===== src/rtl/sml_pkg.sv =====
`timescale 1ns / 1ps
`default_nettype none
package sml_pkg;

  localparam int MAX_PATTERN = 16;
  localparam int COUNT_WIDTH = 32;
  localparam int CNT_W       = COUNT_WIDTH;
  localparam int LEN_W       = $clog2(MAX_PATTERN + 1);
  localparam int IDX_W       = (MAX_PATTERN > 1) ? $clog2(MAX_PATTERN) : 1;
  localparam int BYTE_W      = 8;
  localparam int OUT_W       = 32;
  localparam int CFG_DATA_W  = 64;
  localparam int CFG_IDX_W   = 2;
  localparam int CFG_LEN_W   = 5;
  localparam int QDEPTH      = 4;
  localparam int QPTR_W      = 2;

  localparam logic [BYTE_W-1:0] NEWLINE = 8'h0A;
  localparam logic [CNT_W-1:0]  CNT_MAX = {CNT_W{1'b1}};

  localparam logic [CFG_IDX_W-1:0] CFG_PAT_LOW  = 2'd0;
  localparam logic [CFG_IDX_W-1:0] CFG_PAT_HIGH = 2'd1;
  localparam logic [CFG_IDX_W-1:0] CFG_PAT_LEN  = 2'd2;

  typedef struct packed {
    logic [CNT_W-1:0] line_count;
    logic [LEN_W-1:0] nl;
    logic [CNT_W-1:0] start;
  } rec_t;

endpackage
`default_nettype wire


===== src/rtl/sml_front.sv =====
`timescale 1ns / 1ps
`default_nettype none
module sml_front (
  input  logic                             clk,
  input  logic                             rst_n,
  input  logic                             in_push,
  input  logic [sml_pkg::BYTE_W-1:0]       in_data_byte,
  input  logic                             in_last_in_buffer,
  input  logic                             cfg_valid,
  input  logic [sml_pkg::CFG_IDX_W-1:0]    cfg_index,
  input  logic [sml_pkg::CFG_DATA_W-1:0]   cfg_data,
  input  logic                             q_full,
  output logic                             q_push,
  output sml_pkg::rec_t                    q_rec
);
  import sml_pkg::*;

  logic [BYTE_W-1:0]     win_r   [MAX_PATTERN];
  logic [BYTE_W-1:0]     win_nxt [MAX_PATTERN];
  logic [CFG_DATA_W-1:0] pat_low_r;
  logic [CFG_DATA_W-1:0] pat_high_r;
  logic [CFG_LEN_W-1:0]  pat_len_r;
  logic [CNT_W-1:0]      pos_r, lc_r, nas_r;
  logic [CNT_W-1:0]      pos_nxt, lc_nxt, nas_nxt;
  logic [LEN_W-1:0]      len_eff, len_m1, nl;
  logic [CNT_W-1:0]      start;
  logic [CNT_W:0]        nas_sum;
  logic                  accept, hit, bytes_eq;

  function automatic logic [BYTE_W-1:0] pat_byte(input logic [CFG_DATA_W-1:0] lo,
                                                 input logic [CFG_DATA_W-1:0] hi,
                                                 input logic [IDX_W-1:0] k);
    logic [BYTE_W-1:0] b;
    b = '0;
    if (int'(k) < 8) begin
      b = lo[int'(k)*BYTE_W +: BYTE_W];
    end else if (int'(k) < 16) begin
      b = hi[(int'(k)-8)*BYTE_W +: BYTE_W];
    end
    return b;
  endfunction

  assign accept = in_push & ~q_full;

  always_comb begin
    int j;
    if (pat_len_r == '0) begin
      len_eff = LEN_W'(1);
    end else if (int'(pat_len_r) > MAX_PATTERN) begin
      len_eff = LEN_W'(MAX_PATTERN);
    end else begin
      len_eff = LEN_W'(pat_len_r);
    end
    len_m1 = len_eff - LEN_W'(1);

    win_nxt[0] = in_data_byte;
    for (j = 1; j < MAX_PATTERN; j++) begin
      win_nxt[j] = win_r[j-1];
    end

    bytes_eq = 1'b1;
    for (j = 0; j < MAX_PATTERN; j++) begin
      if (LEN_W'(j) < len_eff &&
          win_nxt[j] != pat_byte(pat_low_r, pat_high_r, IDX_W'(len_m1 - LEN_W'(j)))) begin
        bytes_eq = 1'b0;
      end
    end

    nl = '0;
    for (j = 0; j < MAX_PATTERN - 1; j++) begin
      if (LEN_W'(j) < len_m1 && win_nxt[j] == NEWLINE) begin
        nl = nl + LEN_W'(1);
      end
    end

    start = pos_r - CNT_W'(len_m1);
    hit   = (pos_r >= CNT_W'(len_m1)) && (start >= nas_r) && bytes_eq;

    lc_nxt = (in_data_byte == NEWLINE && lc_r != CNT_MAX) ? lc_r + CNT_W'(1) : lc_r;
    pos_nxt = (pos_r != CNT_MAX) ? pos_r + CNT_W'(1) : pos_r;
    nas_sum = {1'b0, start} + (CNT_W+1)'(len_eff);
    nas_nxt = nas_sum[CNT_W] ? CNT_MAX : nas_sum[CNT_W-1:0];
  end

  assign q_push         = accept & hit;
  assign q_rec.line_count = lc_nxt;
  assign q_rec.nl         = nl;
  assign q_rec.start      = start;

  always_ff @(posedge clk) begin
    if (accept) begin
      win_r <= win_nxt;
    end
  end

  always_ff @(posedge clk) begin
    if (!rst_n) begin
      pat_low_r  <= '0;
      pat_high_r <= '0;
      pat_len_r  <= CFG_LEN_W'(1);
    end else if (cfg_valid) begin
      unique case (cfg_index)
        CFG_PAT_LOW:  pat_low_r  <= cfg_data;
        CFG_PAT_HIGH: pat_high_r <= cfg_data;
        CFG_PAT_LEN:  pat_len_r  <= cfg_data[CFG_LEN_W-1:0];
        default: ;
      endcase
    end
  end

  always_ff @(posedge clk) begin
    if (!rst_n) begin
      pos_r <= '0;
      lc_r  <= CNT_W'(1);
      nas_r <= '0;
    end else if (accept) begin
      if (in_last_in_buffer) begin
        pos_r <= '0;
        lc_r  <= CNT_W'(1);
        nas_r <= '0;
      end else begin
        pos_r <= pos_nxt;
        lc_r  <= lc_nxt;
        if (hit) begin
          nas_r <= nas_nxt;
        end
      end
    end
  end

endmodule
`default_nettype wire


===== src/rtl/sml_queue.sv =====
`timescale 1ns / 1ps
`default_nettype none
module sml_queue (
  input  logic          clk,
  input  logic          rst_n,
  input  logic          push,
  input  sml_pkg::rec_t push_rec,
  output logic          full,
  input  logic          pop,
  output sml_pkg::rec_t pop_rec,
  output logic          empty
);
  import sml_pkg::*;

  rec_t              mem_r [QDEPTH];
  logic [QPTR_W-1:0] wr_ptr_r, rd_ptr_r;
  logic [QPTR_W:0]   cnt_r;
  logic              wr, rd;

  assign full    = (cnt_r == (QPTR_W+1)'(QDEPTH));
  assign empty   = (cnt_r == '0);
  assign wr      = push & ~full;
  assign rd      = pop & ~empty;
  assign pop_rec = mem_r[rd_ptr_r];

  always_ff @(posedge clk) begin
    if (wr) begin
      mem_r[wr_ptr_r] <= push_rec;
    end
  end

  always_ff @(posedge clk) begin
    if (!rst_n) begin
      wr_ptr_r <= '0;
      rd_ptr_r <= '0;
      cnt_r    <= '0;
    end else begin
      if (wr) begin
        wr_ptr_r <= wr_ptr_r + QPTR_W'(1);
      end
      if (rd) begin
        rd_ptr_r <= rd_ptr_r + QPTR_W'(1);
      end
      if (wr && !rd) begin
        cnt_r <= cnt_r + (QPTR_W+1)'(1);
      end else if (rd && !wr) begin
        cnt_r <= cnt_r - (QPTR_W+1)'(1);
      end
    end
  end

  a_cnt_bound: assert property (@(posedge clk) disable iff (!rst_n)
    cnt_r <= (QPTR_W+1)'(QDEPTH))
    else $error("queue count beyond depth");

  a_cnt_up: assert property (@(posedge clk) disable iff (!rst_n)
    (push && !full && !pop) |=> cnt_r == $past(cnt_r) + (QPTR_W+1)'(1))
    else $error("queue count did not rise on write");

  a_ptr_gap: assert property (@(posedge clk) disable iff (!rst_n)
    (wr_ptr_r - rd_ptr_r) == cnt_r[QPTR_W-1:0])
    else $error("queue pointers disagree with count");

endmodule
`default_nettype wire


===== src/rtl/sml_back.sv =====
`timescale 1ns / 1ps
`default_nettype none
module sml_back (
  input  logic                       clk,
  input  logic                       rst_n,
  input  logic                       q_empty,
  input  sml_pkg::rec_t              q_rec,
  output logic                       q_pop,
  input  logic                       out_pop,
  output logic                       out_empty,
  output logic [sml_pkg::OUT_W-1:0]  out_match_line,
  output logic [sml_pkg::OUT_W-1:0]  out_match_offset
);
  import sml_pkg::*;

  logic             vld_r;
  logic [CNT_W-1:0] line_r, off_r;
  logic [CNT_W-1:0] line_nxt;
  logic             load;

  assign load  = ~q_empty & (~vld_r | out_pop);
  assign q_pop = load;

  // line of the first byte: step back over newlines inside the match
  assign line_nxt = (q_rec.line_count > CNT_W'(q_rec.nl)) ?
                    q_rec.line_count - CNT_W'(q_rec.nl) : CNT_W'(1);

  always_ff @(posedge clk) begin
    if (load) begin
      line_r <= line_nxt;
      off_r  <= q_rec.start;
    end
  end

  always_ff @(posedge clk) begin
    if (!rst_n) begin
      vld_r <= 1'b0;
    end else if (load) begin
      vld_r <= 1'b1;
    end else if (out_pop) begin
      vld_r <= 1'b0;
    end
  end

  assign out_empty        = ~vld_r;
  assign out_match_line   = OUT_W'(line_r);
  assign out_match_offset = OUT_W'(off_r);

  a_line_nonzero: assert property (@(posedge clk) disable iff (!rst_n)
    vld_r |-> line_r != '0)
    else $error("reported line number is zero");

  a_hold: assert property (@(posedge clk) disable iff (!rst_n)
    (vld_r && !out_pop) |=> vld_r && $stable(line_r) && $stable(off_r))
    else $error("waiting item changed");

  a_no_load_busy: assert property (@(posedge clk) disable iff (!rst_n)
    (vld_r && !out_pop) |-> !q_pop)
    else $error("queue drained into a full output stage");

endmodule
`default_nettype wire


===== src/rtl/substring_match_line_locator_core.sv =====
// an item that completes a match is written to the queue, then loaded into the output register once that is free
// throughput: one byte item per cycle while the queue is not full, set by the combinational window compare in the front
// a four-entry queue and an output register decouple the search from result pops
// reset (synchronous, rst_n low): offsets and start limit cleared, line count one,
// pattern bytes zero, pattern length one, queue and output empty
`timescale 1ns / 1ps
`default_nettype none
module substring_match_line_locator_core (
  input  logic                              clk,
  input  logic                              rst_n,
  input  logic                              in_push,
  output logic                              in_full,
  input  logic [sml_pkg::BYTE_W-1:0]        in_data_byte,
  input  logic                              in_last_in_buffer,
  output logic                              out_empty,
  input  logic                              out_pop,
  output logic [sml_pkg::OUT_W-1:0]         out_match_line,
  output logic [sml_pkg::OUT_W-1:0]         out_match_offset,
  input  logic                              cfg_valid,
  output logic                              cfg_ready,
  input  logic [sml_pkg::CFG_IDX_W-1:0]     cfg_index,
  input  logic [sml_pkg::CFG_DATA_W-1:0]    cfg_data
);
  import sml_pkg::*;

  rec_t push_rec, pop_rec;
  logic q_push, q_full, q_pop, q_empty;

  assign cfg_ready = 1'b1;
  assign in_full   = q_full;

  sml_front u_front (
    .clk               (clk),
    .rst_n             (rst_n),
    .in_push           (in_push),
    .in_data_byte      (in_data_byte),
    .in_last_in_buffer (in_last_in_buffer),
    .cfg_valid         (cfg_valid),
    .cfg_index         (cfg_index),
    .cfg_data          (cfg_data),
    .q_full            (q_full),
    .q_push            (q_push),
    .q_rec             (push_rec)
  );

  sml_queue u_queue (
    .clk      (clk),
    .rst_n    (rst_n),
    .push     (q_push),
    .push_rec (push_rec),
    .full     (q_full),
    .pop      (q_pop),
    .pop_rec  (pop_rec),
    .empty    (q_empty)
  );

  sml_back u_back (
    .clk              (clk),
    .rst_n            (rst_n),
    .q_empty          (q_empty),
    .q_rec            (pop_rec),
    .q_pop            (q_pop),
    .out_pop          (out_pop),
    .out_empty        (out_empty),
    .out_match_line   (out_match_line),
    .out_match_offset (out_match_offset)
  );

endmodule
`default_nettype wire

===== config.mk =====
export PLATFORM = sky130hd
export DESIGN_NAME = substring_match_line_locator_core
export DESIGN_NICKNAME = d
export VERILOG_FILES = /design/src/rtl/sml_pkg.sv /design/src/rtl/sml_front.sv /design/src/rtl/sml_queue.sv /design/src/rtl/sml_back.sv /design/src/rtl/substring_match_line_locator_core.sv
export SDC_FILE = /design/constraint.sdc
export NUM_CORES = 2
export LEC_CHECK = 0
export BUFFER_PORTS_ARGS = -buffer_cell sky130_fd_sc_hd__buf_2
export CORE_MARGIN = 2
export CORE_UTILIZATION = 57
export CTS_CLUSTER_DIAMETER = 80
export DETAILED_ROUTE_END_ITERATION = 7
export GPL_TIMING_DRIVEN = 0
export PLACE_DENSITY = 0.84
export SLEW_MARGIN = 25
export SYNTH_ARGS = -nofsm -noshare
export SYNTH_HDL_FRONTEND = slang
export SYNTH_HIERARCHICAL = 1
export SYNTH_SLANG_ARGS = --single-unit

===== constraint.sdc =====
create_clock -name clk -period 11.3 [get_ports clk]
set_clock_uncertainty 0.05 [all_clocks]
set_input_delay 0 -clock clk [delete_from_list [all_inputs] [get_ports clk]]
set_output_delay 0 -clock clk [all_outputs]
set_load 0.02 [all_outputs]

==> impl_metrics.json <==
{
  "crit_fanout": 11,
  "clk_pin_slew_worst_paths_ns": 0.06,
  "fmax_ghz": 0.0917,
  "critPathBufInv": 9,
  "synthCells": 3597,
  "synth_top_cell_area_share_pct": 35.1,
  "dp_slack_ns": -2.54,
  "layout_setup_ws_ns": 0.393,
  "die_y_um": 267,
  "instances_no_fill": 4853,
  "post-route-period-util_pct": 96.5,
  "ir_drop_v": 0.0000994,
  "drtIter0Drc": 3664,
  "drv_cap": 0,
  "core_area_mm2": 0.0685,
  "synth.area.top_cells": "edfxtp_1, dfxtp_1, mux2i_1",
  "overflow": 0,
  "finalSetupViolCount": 0,
  "rows": 96,
  "gr-usage-all-layers_pct": 35.2,
  "syn_area_per_cell_um2": 10.9,
  "synth_top_cell_by_area": "edfxtp_1",
  "htree_num_levels": 3,
  "syn_area_mm2": 0.0393,
  "routedWlPerCell_um": 26.0,
  "clk_latency_ns": 0.64,
  "synth_cell_types": 100,
  "drc_errors": 0,
  "antenna_found_initial": 4,
  "fp.dieArea_mm2": 0.0711,
  "ys_warn_count": 6,
  "slew_headroom_pct": 22.9,
  "finalHoldViolCount": 0,
  "cp-end-kind": "flip-flop",
  "seq_area_frac_synth_pct": 47.3,
  "io_pins": 147,
  "p_leak_nw": 16.3,
  "ys.flop_type": "edfxtp_1",
  "root_buffer": "clkbuf_16",
  "power_density_mw_per_mm2": 134,
  "first_global_vias": 29900,
  "synthTopCellsByCount": "nand2_1, edfxtp_1, mux2i_1",
  "grt_max_degree": 54,
  "ant_nets": 0,
  "cp_top_family": "adder cells",
  "io_buffers": 145,
  "synth.most_common_cell": "nand2_1",
  "clock_path_buffers": 3,
  "hpwl_um": 92300,
  "post-route-min-period_ns": 10.91,
  "cts_buffers": 72,
  "initial_core_util_pct": 57.4,
  "slowest_delay_ns": 0.60,
  "synthArstFlopShare_pct": 0,
  "hold_start": "in_data_byte[3]",
  "cts_tree": "yes",
  "synth_nets": 3763,
  "cpMostUsedCell": "ha_1",
  "worstPathArrival_ns": 11.22,
  "wl_um": 126000,
  "finalMaxSlewViolations": 0,
  "place.gp.congestion": 1.08,
  "critPathLaunch": "u_front/pat_len_r[1]",
  "vias": 31000,
  "grt_pass1_wl_um": 186000,
  "drive_gt1_share_pct": 13.4,
  "final_nets": 4075,
  "start_kind": "flip-flop",
  "critPathKind": "reg -> reg",
  "worst_pin_slew_ns": 1.16,
  "die_w_um": 267,
  "crit_path_top_delay_cell": "or4_4",
  "synth_enable_flop_cells": 460,
  "status": "finished clean",
  "syn2layout_area_growth_pct": 14.1,
  "dpl.cell_count": 4632,
  "post_drt_via_cell_ratio": 6.39,
  "synth_seq_cells": 699,
  "cp.required_ns": 11.61,
  "r2r-start": "u_front/pat_len_r[1]",
  "hp-class": "in -> reg",
  "cts_sinks": 699,
  "first_pass_iters": 6
}
-- stage by stage --
step	util [%]	area [µm²]	hold WS (ns)	TNS, ns	power (W)
2_1_floorplan	-	39300	0.0489	0	0.00335
3_3_place_gp	60.1	41100	0.170	-902.84	0.00357
3_5_place_dp	60.4	41400	0.168	-348.11	0.00359
4_1_cts	65.3	44700	0.0693	0	0.00599
5_1_grt	65.5	44900	0.0822	-0.297	0.00615
6_report	65.5	44900	0.0798	0	0.00599
-- path summary, 6_finish.rpt --
check                           slack (ns)                    to  cells past startpoint
worst max-delay path                  0.39  u_queue/mem_r[2][36]                     54
worst min-delay path                  0.08  u_front/win_nxt[115]                      2
worst max register to register        0.39  u_queue/mem_r[2][36]                     54
worst min register to register        0.41     u_front/nas_r[20]                      2
-- kinds of logic (layout without fill, tap and decap cells) --
| kind of cell | after synthesis | count (layout) | share of synthesized area (%) |
|---|---|---|---|
| and+or+nand+nor | 1266 | 1266 | 15.3 |
| DFF | 699 | 699 | 47.3 |
| AOI/OAI and AO/OA | 497 | 497 | 8.60 |
| muxes | 445 | 445 | 15.5 |
| xor gates and xnor gates | 305 | 305 | 7.19 |
| buffers and inverters | 296 | 668 | 3.26 |
| adders and majority gates | 88 | 88 | 2.85 |
| other | 1 | 3 | 0.00954 |
-- layer usage --
metal	global-route usage [%]	part of all wire, %
met3	7.15	8.9
met5	0	0.036
met1	41.7	36
met2	58.8	47
met4	22.3	7.6
-- what timing repair did --
item	in CTS	in global routing
gates resized for setup	36	20
pin swaps	5	7
endpoints found under the setup margin	327	161
buffers inserted	8	6
hold buffers	79	0
hold endpoints to repair	155	0
-- layout by cell type, fill, tap and decap left out, drive strengths merged, types with 10 or more instances in the layout --
cell and instances:
dlygate4sd3 79, inv 89, buf 225, nand3b 12
mux4 129, nor2b 45, and3 93, nand4 32
nor4bb 13, nor2 132, nand2b 20, clkinv 20
ha 83, a21boi 144, dfxtp 239, and2 25
nand3 60, a31oi 78, or4 10, a21o 20
xor2 144, xnor2 153, o31ai 10, a21oi 57
mux2i 311, clkbuf 248, a22oi 21, or3 30
nor3 40, o21ai 96, nand2 672, nor4 44
edfxtp 460
-- flip-flops by register name (all words and copies together), names as in the netlist, named ones only --
name and flops:
u_queue/rd_ptr_r 2, u_back/out_match_line 32, u_back/vld_r 1, u_front/pat_len_r 5, u_front/pat_high_r 64, u_queue/mem_r 276
u_front/nas_r 32, u_front/pos_r 32, u_queue/cnt_r 3, u_front/lc_r 32, u_back/out_match_offset 32, u_queue/wr_ptr_r 2
u_front/pat_low_r 64, u_front/win_nxt 120
-- layout make-up --
type / count / area [µm²]
diodes: 2 / 5.00
plain buffers: 202 / 1020
clock buffers: 104 / 2020
clock inverters: 30 / 373
fillers: 5083 / 23600
inverters: 86 / 335
multi-input cells: 2602 / 19600
flip-flops and latches: 699 / 18600
well taps: 882 / 1100
repair buffers: 246 / 1830
-- where the power goes --
part	switching, W	internal, W	leakage, nW
Sequential	0.0000584	0.00278	6.32
Clock	0.00103	0.00136	1.15
Combinational	0.000473	0.000287	8.83
Power figures use the tool's default switching activity.
